===== config.mk =====
export PLATFORM = sky130hd
export DESIGN_NAME = bfra_table
export DESIGN_NICKNAME = d
export VERILOG_FILES = /design/src/bfra_pkg.sv /design/src/bfra_table.sv
export SDC_FILE = /design/constraint.sdc
export NUM_CORES = 2
export LEC_CHECK = 0
export BUFFER_PORTS_ARGS = -buffer_cell sky130_fd_sc_hd__buf_2
export CORE_ASPECT_RATIO = 1.4
export CORE_MARGIN = 2
export CORE_UTILIZATION = 50
export CTS_CLUSTER_DIAMETER = 200
export DETAILED_ROUTE_END_ITERATION = 12
export PLACE_DENSITY = 0.65
export SETUP_SLACK_MARGIN = 0.05
export SYNTH_ARGS = -nofsm -noshare
export SYNTH_HDL_FRONTEND = slang
export SYNTH_MEMORY_MAX_BITS = 65536
export SYNTH_SLANG_ARGS = --single-unit
export TNS_END_PERCENT = 10

===== constraint.sdc =====
create_clock -name clk_i -period 3.9 [get_ports clk_i]
set_input_delay 0.78 -clock clk_i [delete_from_list [all_inputs] [get_ports clk_i]]
set_output_delay 0.78 -clock clk_i [all_outputs]
set_load 0.02 [all_outputs]

===== src/bfra_pkg.sv =====
// Package: shared types and codes for the best-fit range allocator.
`timescale 1ns / 1ps
package bfra_pkg;

  localparam int unsigned HandleW  = 48;
  localparam int unsigned CountW   = 17;
  localparam int unsigned SlotIdxW = 17;

  typedef enum logic [1:0] {
    OP_ALLOC = 2'd0,
    OP_FREE  = 2'd1,
    OP_RESET = 2'd2,
    OP_NONE  = 2'd3
  } op_e;

  typedef enum logic [2:0] {
    ST_GRANTED  = 3'd0,
    ST_ZERO     = 3'd1,
    ST_NO_SPACE = 3'd2,
    ST_FREED    = 3'd3,
    ST_IGNORED  = 3'd4,
    ST_FULL     = 3'd5,
    ST_RESET    = 3'd6
  } status_e;

  typedef enum logic [2:0] {
    CFG_KIND     = 3'd0,
    CFG_CAPACITY = 3'd1,
    CFG_STRIDE   = 3'd2,
    CFG_CPU_BASE = 3'd3,
    CFG_GPU_BASE = 3'd4
  } cfg_idx_e;

  typedef struct packed {
    logic [1:0]         op;
    logic [CountW-1:0]  slot_count;
    logic [HandleW-1:0] freed_handle;
    logic               freed_valid;
  } req_t;

  typedef struct packed {
    logic [2:0]         status;
    logic [HandleW-1:0] cpu_handle;
    logic [HandleW-1:0] gpu_handle;
    logic [CountW-1:0]  granted_count;
    logic [CountW-1:0]  granted_offset;
  } rsp_t;

  typedef enum logic [3:0] {
    S_IDLE,
    S_DIV,
    S_SCAN_RD,
    S_SCAN,
    S_FIND,
    S_ALLOC_END,
    S_CLEAR,
    S_MUL,
    S_ADD,
    S_OUT
  } state_e;

endpackage


===== src/bfra_table.sv =====
// Free table: synchronous memory of size, start and age with valid bits.
`timescale 1ns / 1ps
module bfra_table import bfra_pkg::*; #(
  parameter int unsigned Depth = 64,
  parameter int unsigned IdxW  = 6,
  parameter int unsigned SlotW = 17
) (
  input  logic             clk_i,
  input  logic             rst_ni,
  input  logic             clear_i,
  input  logic [IdxW-1:0]  rd_addr_i,
  output logic [SlotW-1:0] rd_size_o,
  output logic [SlotW-1:0] rd_start_o,
  output logic [31:0]      rd_age_o,
  output logic             rd_used_o,
  input  logic             wr_en_i,
  input  logic             wr_used_i,
  input  logic [IdxW-1:0]  wr_addr_i,
  input  logic [SlotW-1:0] wr_size_i,
  input  logic [SlotW-1:0] wr_start_i,
  input  logic [31:0]      wr_age_i,
  output logic [IdxW-1:0]  free_idx_o,
  output logic             free_found_o
);
  logic [SlotW+SlotW+32-1:0] mem [Depth];
  logic [Depth-1:0]          used_q;
  logic [SlotW+SlotW+32-1:0] rd_q;
  logic                      rd_used_q;

  always_ff @(posedge clk_i) begin
    if (wr_en_i && wr_used_i) mem[wr_addr_i] <= {wr_size_i, wr_start_i, wr_age_i};
    rd_q <= mem[rd_addr_i];
  end

  always_ff @(posedge clk_i or negedge rst_ni) begin
    if (!rst_ni) begin
      used_q    <= '0;
      rd_used_q <= 1'b0;
    end else begin
      rd_used_q <= used_q[rd_addr_i];
      if (clear_i) used_q <= '0;
      else if (wr_en_i) used_q[wr_addr_i] <= wr_used_i;
    end
  end

  always_comb begin
    free_idx_o   = '0;
    free_found_o = 1'b0;
    for (int i = Depth - 1; i >= 0; i--) begin
      if (!used_q[i]) begin
        free_idx_o   = IdxW'(i);
        free_found_o = 1'b1;
      end
    end
  end

  assign rd_size_o  = rd_q[SlotW+SlotW+31:SlotW+32];
  assign rd_start_o = rd_q[SlotW+31:32];
  assign rd_age_o   = rd_q[31:0];
  assign rd_used_o  = rd_used_q;
endmodule


==> metrics.md <==
| Metric | Value |
|---|---|
| Most common flop cell mapped by yosys | `edfxtp_1` |
| Worst-skew pair later-pin latency | `930 ps` |
| Antenna Violating Nets Remaining | `0` |
| Mux contribution to synthesized area | `0.147` |
| Top area cells in the synthesized netlist | `edfxtp_1 (77%), mux4_2 (15%), a22oi_1 (1.2%), dfrtp_1 (0.99%), dfxtp_1 (0.81%)` |
| Antenna violations before repair | `29` |
| Simple-gate share of the synthesized area | `0.00858` |
| IO Port Bufs | `roughly 160` |
| Largest net degree at the start of global routing | `just over 80` |
| XOR/XNOR Fraction of Synth Area | `0` |
| H-tree levels | `5` |
| Peak supply drop | `0.367 mV` |
| Grt ovf | `0` |
| Final setup viols | `0` |
| Layout cells sized above 1 | `0.287` |
| Final #Nets | `around 7,800` |
| Most frequent cell after synthesis | `edfxtp_1` |
| Post-Syn Area | `~160,000 µm²` |
| # placed instances | `11,700` |
| Ports | `157` |
| First-pass GRT wire length | `643 mm` |
| Int Pwr | `roughly 75 mW` |
| Normalized max-slew margin | `0.130` |
| Period utilization | `0.923` |
| Sw Pwr | `19.8 mW` |
| Maximum fanout along the worst path | `5` |
| Gate power share | `0.046` |
| RSZ-0062 raised after global routing | `false` |
| Cell Area, Placed | `174,000 µm²` |
| Clock slew at reported path FFs | `around 70 ps` |
| Wire length on met2 | `234 mm` |
| Slew Limit Fails | `0` |
| Die Ht | `681 µm` |
| Via count of the first global-routing pass | `just over 80,000` |
| Final Worst Setup Slack | `299 ps` |
| Compound-Gate Fraction of Synth Area | `0.0397` |
| Setup Crit Path Kind | `register to output port` |
| Die Span X | `488 µm` |
| CP required | `3120 ps` |
| PD cells | `506 nW/µm²` |
| Register area share after synthesis | `0.792` |
| Area Overhead vs Synth | `14.3%` |
| DRT iter0 DRCs | `11,600` |
| Arr. time, crit path | `2820 ps` |
| Area of the die | `between 300,000 and 400,000 µm²` |
| Total Wirelength | `461 mm` |
| Final min period | `3600 ps` |
| Area leader, netlist | `edfxtp_1` |
| Hold Vio Cnt, Final | `0` |
| DR vias/cell | `~6.6` |
| Clk root buf | `clkbuf_16` |
| Post-Synth Adder-Cell Area | `0` |
| Pre-CTS setup slack | `293 ps` |
| Via count | `between 80,000 and 90,000` |
| Fin area | `187,000 µm²` |
| CTS tree | `built` |
| Row count | `248` |
| Core area | `around 330,000 µm²` |
| Synth warn | `0` |
| Net Sw Frac | `0.210` |
| Worst Hold Class | `primary input to register` |
| Sink Count | `4,355` |
| Mapped Cells | `slightly above 7,000` |
| GRT Overall Usage | `0.278` |
| Setup bufs post-CTS | `0` |
| Slew at the pin with the worst max-slew slack | `approximately 1300 ps` |
| Final Power | `94.7 mW` |
| EDFF count, synth | `4,224` |
| Crit. End Element | `output port` |
| Syn Nets | `7,195` |
| Top cell type's share of synthesized area | `0.774` |
| Routed wire length per instance | `37.2 µm` |
| WL met1 | `approximately 170 mm` |
| Worst Clk Skew | `58.5 ps` |
| Final Core Density | `0.574` |
| Post-synth ARST share | `0.0149` |
| Largest family of logic cells by synthesized area | `multiplexers` |
| Leak | `slightly below 60 nW` |
| Post-synth top cells | `edfxtp_1 (4,224), mux4_2 (1,072), a22oi_1 (268)` |
| Yosys reg bits | `between 4,000 and 5,000` |
| Status | `completed` |
| DPL Wire Length | `258 mm` |
| Clock power frac | `0.406` |
| CTS Buffer Depth | `4` |
| Total CTS buffers | `around 400` |
| Distinct cell type count after synthesis | `49` |
| F_max | `approximately 280 MHz` |
| Syn_area_per_cell | `23.0 µm²` |
| Initial core utilization | `0.502` |
| Post-route DRC | `0` |
| DR pass1 iterations | `6` |
| Max layer used | `met5` |
| Critical Path Start Type | `register` |
| Final Instance Count excl. Fillers | `12,400` |
| Reg power frac | `0.547` |
| Routed wl met3 | `roughly 43 mm` |
| Max Cap Viol | `0` |
| GPL Wtd Cong | `0.847` |
[metrics by stage]
| stage | hold slack [ps] | TNS [ps] |
|---|---|---|
| after global placement | 571 | 0 |
| after CTS | 174 | 0 |
| after detailed placement | 574 | 0 |
| after floorplan | 484 | -852250 |
| after global routing | 239 | 0 |
| final | 245 | 0 |
[layer usage]
layer,GRT usage,vias up
li1,-,31900
met1,0.379,44900
met2,0.464,4736
met3,0.0442,816
met4,0.0871,8
met5,0,-
[timing repair]
item / in CTS / in global routing
resized for setup: 0 / 0
endpoints found under the hold margin: 28 / 0
hold buffers: 1 / 0
[power by group through the flow]
stage / clock [mW] / combinational (mW) / sequential, mW
after global routing: 40.6 / 4.64 / 51.8
after detailed placement: 0 / 4.41 / 52.8
after floorplan: 0 / 2.26 / 52.7
after CTS: 38.9 / 4.42 / 51.8
after global placement: 0 / 4.33 / 52.8
final: 38.5 / 4.39 / 51.8
[final timing paths]
path,start,to,slack [ps],cells after the start
max reg2reg,mem[27][6]$_DFFE_PP_,rd_q[6]$_DFF_P_,1650,5
min,wr_used_i,used_q[26]$_DFFE_PN0P_,250,3
min in group asynchronous,rst_ni,used_q[58]$_DFFE_PN0P_,470,2
min reg2reg,used_q[63]$_DFFE_PN0P_,used_q[63]$_DFFE_PN0P_,600,2
max in group asynchronous,rst_ni,used_q[33]$_DFFE_PN0P_,2310,4
max,used_q[62]$_DFFE_PN0P_,free_idx_o[1],300,7
[state kept, by name (all words and copies together) (netlist names)]
register   flops
rd_q          66
rd_used_o      1
mem         4224
used_q        64
[critical path, stage by stage (launching register included)]
cell	delay, ps
dfrtp_1	420
nand2_1	80
a31oi_1	100
o211ai_1	180
a311oi_1	130
or4_1	450
a31oi_1	320
buf_2	240
[logic make-up (layout without fill, tap and decap cells)]
kind of cell           Yosys count  after routing
AO/OA/AOI/OAI                  901            901
multiplexers                  1073           1073
AND/OR/NAND/NOR                315            315
flip-flops                    4355           4355
buffers and inverters          468           1357
other                            0             15
[cell type report]
cell class / count / area, µm²
well taps: 4375 / 5470
repair buffers: 586 / 6560
clock buffers: 523 / 10800
flip-flops and latches: 4355 / 130000
multi-input cells: 2289 / 32200
clock inverters: 188 / 1840
fillers: 23200 / 139000
diodes: 15 / 37.5
inverters: 60 / 430
[cell usage in the layout (no fill, tap or decap), drive strengths merged, types with 2 or more instances in the layout]
cell type,n
edfxtp,4224
nor3,5
nand3,21
nand4,15
o21ai,67
a221oi,135
buf,585
and3,2
bufinv,31
a31oi,7
mux4,1072
and4,3
or3b,3
clkinv,139
and2,4
o221ai,68
nand2b,9
inv,69
nor2b,5
or2,5
a21oi,209
dfxtp,66
a22o,134
nor4,4
a22oi,268
nand3b,3
nor2,120
diode,15
nand2,105
or3,5
clkbuf,523
a21o,3
nor3b,2
dfrtp,65
clkinvlp,9
Power figures use the tool's default switching activity.
