--- config.mk ---
export PLATFORM = sky130hd
export DESIGN_NAME = bfra_divider
export DESIGN_NICKNAME = d
export VERILOG_FILES = /design/src/bfra_pkg.sv /design/src/bfra_divider.sv
export SDC_FILE = /design/constraint.sdc
export NUM_CORES = 1
export LEC_CHECK = 0
export ABC_AREA = 1
export BUFFER_PORTS_ARGS = -buffer_cell sky130_fd_sc_hd__buf_2
export CAP_MARGIN = 10
export CORE_MARGIN = 2
export CORE_UTILIZATION = 46
export DETAILED_ROUTE_END_ITERATION = 8
export PLACE_DENSITY_LB_ADDON = 0.12
export SYNTH_ARGS = -nofsm -noshare
export SYNTH_HDL_FRONTEND = slang
export SYNTH_SLANG_ARGS = --single-unit
--- constraint.sdc ---
create_clock -name clk_i -period 1.7 [get_ports clk_i]
set_input_delay 0.085 -clock clk_i [delete_from_list [all_inputs] [get_ports clk_i]]
set_output_delay 0.085 -clock clk_i [all_outputs]
set_load 0.01 [all_outputs]
--- src/bfra_pkg.sv ---
// Package: shared types and codes for the best-fit range allocator.
`timescale 1ns / 1ps
package bfra_pkg;

  localparam int unsigned HandleW  = 48;
  localparam int unsigned CountW   = 17;
  localparam int unsigned SlotIdxW = 17;

  typedef enum logic [1:0] {
    OP_ALLOC = 2'd0,
    OP_FREE  = 2'd1,
    OP_RESET = 2'd2,
    OP_NONE  = 2'd3
  } op_e;

  typedef enum logic [2:0] {
    ST_GRANTED  = 3'd0,
    ST_ZERO     = 3'd1,
    ST_NO_SPACE = 3'd2,
    ST_FREED    = 3'd3,
    ST_IGNORED  = 3'd4,
    ST_FULL     = 3'd5,
    ST_RESET    = 3'd6
  } status_e;

  typedef enum logic [2:0] {
    CFG_KIND     = 3'd0,
    CFG_CAPACITY = 3'd1,
    CFG_STRIDE   = 3'd2,
    CFG_CPU_BASE = 3'd3,
    CFG_GPU_BASE = 3'd4
  } cfg_idx_e;

  typedef struct packed {
    logic [1:0]         op;
    logic [CountW-1:0]  slot_count;
    logic [HandleW-1:0] freed_handle;
    logic               freed_valid;
  } req_t;

  typedef struct packed {
    logic [2:0]         status;
    logic [HandleW-1:0] cpu_handle;
    logic [HandleW-1:0] gpu_handle;
    logic [CountW-1:0]  granted_count;
    logic [CountW-1:0]  granted_offset;
  } rsp_t;

  typedef enum logic [3:0] {
    S_IDLE,
    S_DIV,
    S_SCAN_RD,
    S_SCAN,
    S_FIND,
    S_ALLOC_END,
    S_CLEAR,
    S_MUL,
    S_ADD,
    S_OUT
  } state_e;

endpackage

--- src/bfra_divider.sv ---
// Divider: restoring 48-by-9 bit division, one quotient bit per cycle.
`timescale 1ns / 1ps
module bfra_divider import bfra_pkg::*; (
  input  logic               clk_i,
  input  logic               rst_ni,
  input  logic               start_i,
  input  logic [HandleW-1:0] dividend_i,
  input  logic [8:0]         divisor_i,
  output logic               done_o,
  output logic [HandleW-1:0] quotient_o
);
  logic [HandleW-1:0] quo_q, quo_d;
  logic [9:0]         rem_q, rem_d;
  logic [8:0]         dvs_q;
  logic [5:0]         cnt_q, cnt_d;
  logic               busy_q, busy_d;
  logic [9:0]         trial;

  always_comb begin
    trial  = {rem_q[8:0], quo_q[HandleW-1]};
    quo_d  = {quo_q[HandleW-2:0], 1'b0};
    rem_d  = trial;
    cnt_d  = cnt_q;
    busy_d = busy_q;
    if (start_i) begin
      quo_d  = dividend_i;
      rem_d  = '0;
      cnt_d  = 6'(HandleW);
      busy_d = 1'b1;
    end else if (busy_q) begin
      if (trial >= {1'b0, dvs_q}) begin
        rem_d    = trial - {1'b0, dvs_q};
        quo_d[0] = 1'b1;
      end
      cnt_d  = cnt_q - 6'd1;
      busy_d = (cnt_q != 6'd1);
    end else begin
      quo_d = quo_q;
      rem_d = rem_q;
    end
  end

  always_ff @(posedge clk_i or negedge rst_ni) begin
    if (!rst_ni) begin
      busy_q <= 1'b0;
      cnt_q  <= '0;
    end else begin
      busy_q <= busy_d;
      cnt_q  <= cnt_d;
    end
  end

  always_ff @(posedge clk_i) begin
    quo_q <= quo_d;
    rem_q <= rem_d;
    if (start_i) dvs_q <= divisor_i;
  end

  assign done_o     = busy_q && (cnt_q == 6'd1);
  assign quotient_o = quo_d;
endmodule

==> flow_summary.json, run 1 <==
{
  "synthTopCellsByArea": "dfxtp_1 (34%), o221ai_1 (12%), nand2_1 (12%)",
  "rows": 31,
  "synth_seq_area_share_pct": 47.35,
  "ant_nets": 0,
  "hold_viol": 0,
  "portBuffers": 108,
  "slew_viol_final": 0,
  "grt_max_degree": 58,
  "die_w_um": 89.35,
  "drv_cap": 0,
  "start_util_pct": 46.95,
  "area_growth_pct": 83.16,
  "synthCells": 406,
  "clock_path_buffers": 2,
  "grt_overflow": 0,
  "dp.cells": 611,
  "place_ws_ns": -0.07870,
  "ys_types": 29,
  "drt_pass1_iterations": 5,
  "vias": 4191,
  "critPathLaunchType": "flip-flop",
  "synth.top_cell.area_share_pct": 34.06,
  "grt_use_total_pct": 24.30,
  "drtIter0Drc": 374,
  "wirelength_mm": 15.66,
  "ios": 109,
  "ir_drop_mv": 0.6798,
  "place_area_sq_um": 4048,
  "numCtsBuffers": 9,
  "clk_latency_ns": 0.36,
  "cts_root_buffer": "clkbuf_8",
  "cpPeakStageDelay_ns": 0.37,
  "synth_seq_cells": 73,
  "critPathBufInv": 3,
  "vias_per_cell": 5.886,
  "skew_ns": 0.01526,
  "final_core_util_pct": 85.99,
  "place_congestion": 0.8572,
  "final_area_sq_um": 6137,
  "fmax_mhz": 448.1,
  "hp-class": "input pin to async pin",
  "crit_fanout": 3,
  "layout-drive-gt1-share_pct": 40.03,
  "finalCriticalPeriod_ns": 2.232,
  "die-area_sq_um": 7983,
  "grt_pass1_vias": 3378,
  "p_per_area_nw_per_um2": 1004,
  "antenna_found_initial": 1,
  "setup_ws_ns": -0.5317,
  "rsz0062_at_grt": "yes",
  "yosysWarnings": 0,
  "syn_area_sq_um": 3351,
  "cts_tree": "done",
  "wire_per_inst_um": 21.99,
  "tightest_slew_ns": 0.6311,
  "grt_pass1_wl_mm": 14.99,
  "failed_checks": "setup timing",
  "crit_chain": "inv_1, ha_1, nand2_2, inv_1, nand2_1, nor2_2, nor2_4, nand2_4, nand2_2, o211ai_1, buf_2",
  "status": "complete, but fails checks",
  "period_share_pct": 131.3,
  "p_leak_nw": 2.804,
  "finalSetupViolCount": 55,
  "clk_pin_slew_worst_paths_ns": 0.09,
  "cp.arrival_ns": 2.15,
  "place_hpwl_mm": 5.567,
  "fin_cells": 712,
  "layout.nets": 679,
  "syn_nets": 478,
  "clock_sinks": 73,
  "criticalPathCategory": "flip-flop to output port",
  "die_h_um": 89.35,
  "htreeDepth": 3,
  "slowest_stage": "edfxtp_1",
  "drc_errors": 0,
  "core_sq_um": 7137,
  "nFillCells": 324,
  "required_ns": 1.62,
  "avgSynthCellArea_sq_um": 8.253,
  "slew_headroom_pct": 57.93,
  "cp-end-kind": "output port",
  "critical-path-top-delay-family": "simple AND/OR/NAND/NOR gates",
  "yosysTopAreaCell": "dfxtp_1"
}
## Yosys cell counts
library cell / n
nor2_4: 1
o221ai_1: 47
nand3b_1: 1
nor2_2: 4
xor2_1: 3
buf_6: 6
a21oi_1: 6
nor2_1: 12
fa_1: 1
nand2_2: 3
buf_1: 1
inv_2: 3
o21ai_0: 5
edfxtp_1: 9
o22ai_1: 1
o211ai_1: 1
nand3_1: 23
nand4_1: 4
buf_2: 4
clkbuf_1: 7
dfxtp_1: 57
nand3_2: 1
nand2_1: 109
nor4_1: 1
o21ai_1: 1
o21bai_1: 1
dfrtp_1: 7
ha_1: 11
inv_1: 76
## path summary, 6_finish.rpt
| check | startpoint | end | slack (ns) | cells after the start |
|---|---|---|---|---|
| max in group asynchronous | rst_ni | busy_q$_DFF_PN0_ | 1.44 | 2 |
| max reg2reg | dvs_q[4]$_DFFE_PP_ | rem_q[2]$_SDFFE_PP0P_ | -0.40 | 14 |
| min in group clk_i | start_i | busy_q$_DFF_PN0_ | 0.10 | 3 |
| max | dvs_q[4]$_DFFE_PP_ | quotient_o[0] | -0.53 | 11 |
| min | rst_ni | cnt_q[2]$_DFFE_PN0P_ | 0.09 | 2 |
| min reg2reg | cnt_q[3]$_DFFE_PN0P_ | cnt_q[3]$_DFFE_PN0P_ | 0.50 | 1 |
## registers in the layout, indices dropped and copies added (netlist names)
name    cells
quo_q      48
dvs_q       9
rem_q       9
cnt_q       6
busy_q      1
## power breakdown
part           total, W  internal [W]  switching, W
combinational   0.00268       0.00120       0.00148
sequential      0.00218       0.00199      0.000190
clock           0.00131      0.000551      0.000758
total           0.00616       0.00374       0.00242
## metrics by stage
step	hold slack, ns	total power, W	setup TNS, ns
floorplan	-0.2106	0.003164	0
global placement	-0.07254	0.003637	-0.02617
detailed placement	-0.07300	0.003666	-0.5386
CTS	0.07942	0.005273	-1.868
global route	0.1031	0.006399	-11.10
finish	0.08934	0.006162	-7.003
## final cells by class
cell class | count | area, sq um | area share [%]
antenna | 1 | 2.502 | 0.04077
clock buffer | 10 | 127.6 | 2.080
clock inverter | 6 | 47.55 | 0.7747
inverter | 79 | 316.6 | 5.158
multi-input combinational | 236 | 2140 | 34.86
sequential | 73 | 1589 | 25.89
tap | 99 | 123.9 | 2.018
timing repair buffer | 207 | 1782 | 29.03
timing repair inverter | 1 | 8.758 | 0.1427
## cells in the final DEF (no fill, tap or decap), drive strengths merged, types with 2 or more instances in the layout
| cell type | netlist | routed |
|---|---|---|
| clkinv | 0 | 2 |
| ha | 11 | 11 |
| nand4 | 4 | 4 |
| buf | 11 | 145 |
| inv | 79 | 84 |
| dlygate4sd3 | 0 | 58 |
| a21oi | 6 | 6 |
| nand2 | 112 | 112 |
| o221ai | 47 | 47 |
| xor2 | 3 | 3 |
| dfxtp | 57 | 57 |
| dfrtp | 7 | 7 |
| o21ai | 6 | 6 |
| nor2 | 17 | 17 |
| edfxtp | 9 | 9 |
| nand3 | 24 | 24 |
| clkbuf | 7 | 14 |
## routing by layer
| layer | share of wire [%] | track usage [%] | up-vias | wire (um) |
|---|---|---|---|---|
| met1 | 34 | 27.98 | 1963 | 5351 |
| li1 | - | - | 1760 | - |
| met4 | 7.8 | 10.31 | 0 | 1228 |
| met2 | 49 | 41.21 | 349 | 7681 |
| met3 | 8.9 | 8.126 | 119 | 1395 |
| met5 | 0 | 0 | - | 0 |
## cells by family (layout without fill, tap and decap cells)
kind of cell / after synthesis / count (layout) / synth area share [%]
and+or+nand+nor: 159 / 159 / 20.09
DFF: 73 / 73 / 47.35
xor gates and xnor gates: 3 / 3 / 0.7843
AOI/OAI and AO/OA: 62 / 62 / 14.71
adders and majority gates: 12 / 12 / 4.705
other: 0 / 1 / 0
buffers and inverters: 97 / 303 / 12.36
## repair_timing
| action | in CTS | in global routing |
|---|---|---|
| gates cloned | 3 | 5 |
| gates resized for setup | 40 | 114 |
| buffers inserted | 14 | 9 |
| hold buffers | 58 | 0 |
| pin swaps | 8 | 11 |
| endpoints found under the hold margin | 64 | 0 |
| setup endpoints to repair | 46 | 56 |
(Power assumes the default switching activity.)
==> run 2, diff against run 1 <==
- ABC_AREA: 1 -> unset
- CORE_ASPECT_RATIO: unset -> 1.4
==> run 2 against run 1 <==
Against the previous run:
- the run still ends with setup timing left
- setup slack got worse by 0.26 ns
- sequential share of layout area rose by 2.6 points
- power fell by 5.0%
- sequential power barely moved
- flip-flop and latch count did not move
- die area rose by 0.88%
- core utilization fell by 8.7 points
- synthesized cell count fell by 13%
- hold slack got worse by 0.078 ns
- critical path depth fell by 1
- highest routed layer unchanged
==> flow_summary.json, run 2 <==
{
  "status": "complete, but fails checks",
  "failed_checks": "setup timing",
  "start_util_pct": 46.76,
  "htreeDepth": 3,
  "avgSynthCellArea_sq_um": 9.540,
  "clock_sinks": 73,
  "place_hpwl_mm": 5.766,
  "cts_tree": "done",
  "clock_path_buffers": 2,
  "required_ns": 1.62,
  "synthTopCellsByCount": "nand2_1 (63), dfxtp_1 (57), mux2i_1 (51), o21ai_0 (48), nor2_1 (17)",
  "fin_cells": 674,
  "setup_ws_ns": -0.7907,
  "synthCells": 354,
  "grt_pass1_wl_mm": 15.47,
  "drt_pass1_iterations": 4,
  "tightest_slew_ns": 0.3573,
  "cts_root_buffer": "clkbuf_8",
  "synth_most_common_cell": "nand2_1",
  "synth_seq_cells": 73,
  "fmax_mhz": 401.5,
  "drtIter0Drc": 244,
  "r2r-start": "dvs_q[0]$_DFFE_PP_",
  "hp-start": "dividend_i[45]",
  "ios": 109,
  "drv_cap": 0,
  "yosysWarnings": 0,
  "yosysTopAreaCell": "dfxtp_1",
  "layout-drive-gt1-share_pct": 37.09,
  "die_h_um": 105.4,
  "layout.cells.most_common": "buf_2",
  "die-area_sq_um": 8053,
  "ir_drop_mv": 0.6874,
  "p_per_area_nw_per_um2": 1048,
  "layout.nets": 644,
  "final_cell_mix": "buf_2 (107), nand2_1 (60), dlygate4sd3_1 (56), dfxtp_1 (56), mux2i_1 (49)",
  "skew_ns": 0.009096,
  "dp.cells": 570,
  "synth_edf_count": 9,
  "async_flop_share_pct": 9.589,
  "area_growth_pct": 65.36,
  "ant_nets": 0,
  "rsz0062_at_grt": "yes",
  "r2r_slack_ns": -0.77,
  "finalCriticalPeriod_ns": 2.491,
  "clk_pin_slew_worst_paths_ns": 0.07,
  "vias_per_cell": 5.047,
  "synth-main-ff-cell": "dfxtp_1",
  "crit_fanout": 2,
  "hp-class": "input pin to flip-flop",
  "ys_types": 42,
  "core_sq_um": 7222,
  "syn_nets": 426,
  "critPathLaunchType": "flip-flop",
  "period_share_pct": 146.5,
  "grt_overflow": 0,
  "slew_viol_final": 0,
  "slew_headroom_pct": 76.04,
  "portBuffers": 108,
  "grt_pass1_vias": 3320,
  "holdPathEnd": "quo_q[45]$_DFF_P_",
  "fin_total_pwr_w": 0.005853,
  "antenna_found_initial": 0,
  "clk_latency_ns": 0.36,
  "place_congestion": 0.8844,
  "final_core_util_pct": 77.32,
  "finalSetupViolCount": 44,
  "synth.top_cell.area_share_pct": 33.79,
  "drc_errors": 0,
  "wirelength_mm": 10.56,
  "final.setup.tns_ns": -8.247,
  "synthTopCellsByArea": "dfxtp_1 (34%), mux2i_1 (15%), edfxtp_1 (8.0%)",
  "place_ws_ns": -0.5036,
  "holdPathStages": 3,
  "cp-end-kind": "output port",
  "p_leak_nw": 2.959,
  "cp.arrival_ns": 2.41,
  "largest_reg_flops": 48,
  "hold_viol": 0,
  "die_w_um": 76.42,
  "r2r-end": "rem_q[1]$_SDFFE_PP0P_",
  "reg.largest.list": "quo_q (48), dvs_q (9), rem_q (9)",
  "vias": 3402,
  "rows": 37,
  "grt_max_degree": 40,
  "regMostFlops": "quo_q",
  "grt_use_total_pct": 24.48,
  "numCtsBuffers": 9,
  "nFillCells": 509,
  "reg2regPathDepth": 12,
  "criticalPathCategory": "flip-flop to output port",
  "syn_area_sq_um": 3377,
  "wire_per_inst_um": 15.67,
  "synth_seq_area_share_pct": 46.98,
  "num_antenna_cells": 0
}
run 2: worst max path at each step:
stage / cells after the start / from / endpoint
final: 10 / dvs_q[0]$_DFFE_PP_ / quotient_o[0]
after CTS: 10 / dvs_q[0]$_DFFE_PP_ / quotient_o[0]
after global placement: 10 / dvs_q[0]$_DFFE_PP_ / quotient_o[0]
after detailed placement: 10 / dvs_q[0]$_DFFE_PP_ / quotient_o[0]
after global routing: 10 / dvs_q[0]$_DFFE_PP_ / quotient_o[0]
after floorplan: 9 / dvs_q[0]$_DFFE_PP_ / quo_q[0]$_DFF_P_
run 2: kinds of logic (layout without fill, tap and decap cells):
| kind of cell | count (synthesis) | after routing | synth area share (%) |
|---|---|---|---|
| compound gates | 78 | 78 | 14.45 |
| xor+xnor | 10 | 10 | 2.593 |
| flops | 73 | 73 | 46.98 |
| fa+ha+maj | 12 | 12 | 4.668 |
| simple gates | 95 | 95 | 12.04 |
| mux | 51 | 51 | 15.12 |
| buf+inv | 35 | 258 | 4.150 |
run 2: what timing repair did:
action | CTS | global route
resized for setup | 34 | 39
endpoints found under the hold margin | 62 | 0
setup buffers | 6 | 14
hold buffers | 56 | 0
pin swaps | 9 | 18
gates cloned | 4 | 8
endpoints found under the setup margin | 58 | 55
run 2: worst max-delay path, stage by stage (launching register included):
cell and delay [ns]:
edfxtp_1 0.38, ha_4 0.15, inv_2 0.03, fa_2 0.38
a211oi_4 0.24, o21ai_2 0.11, a211oi_4 0.27, buf_12 0.14
a211oi_2 0.05, a21o_1 0.16, buf_2 0.14
run 2: per-stage QoR:
stage | cell area (sq um) | hold slack [ns]
2_1_floorplan | 3398 | -0.2106
3_3_place_gp | 4257 | -0.07197
3_5_place_dp | 4257 | -0.07118
4_1_cts | 5179 | 0.01064
5_1_grt | 5584 | 0.01889
6_report | 5584 | 0.01139
run 2: power breakdown:
part	internal [W]	switching, W	total, W
registers	0.00198	0.000178	0.00216
clock network	0.000610	0.000631	0.00124
logic	0.00138	0.00107	0.00245
run 2: per-layer routing:
metal  wire (um)  vias to the layer above  share of wire, %  GRT usage, %
li1            -                     1677                 -             -
met1        4063                     1607                38         26.10
met2        5724                       99                54         45.70
met3         488                       19               4.6         5.394
met4         284                        0               2.7         10.78
met5           0                        -                 0             0
run 2: layout make-up:
cell class / count / area, sq um / share of cell area (%)
timing repair buffer: 228 / 1874 / 33.56
multi-input combinational: 246 / 1770 / 31.71
sequential: 73 / 1592 / 28.50
clock buffer: 14 / 162.7 / 2.913
tap: 97 / 121.4 / 2.173
inverter: 14 / 52.55 / 0.9411
clock inverter: 2 / 11.26 / 0.2017
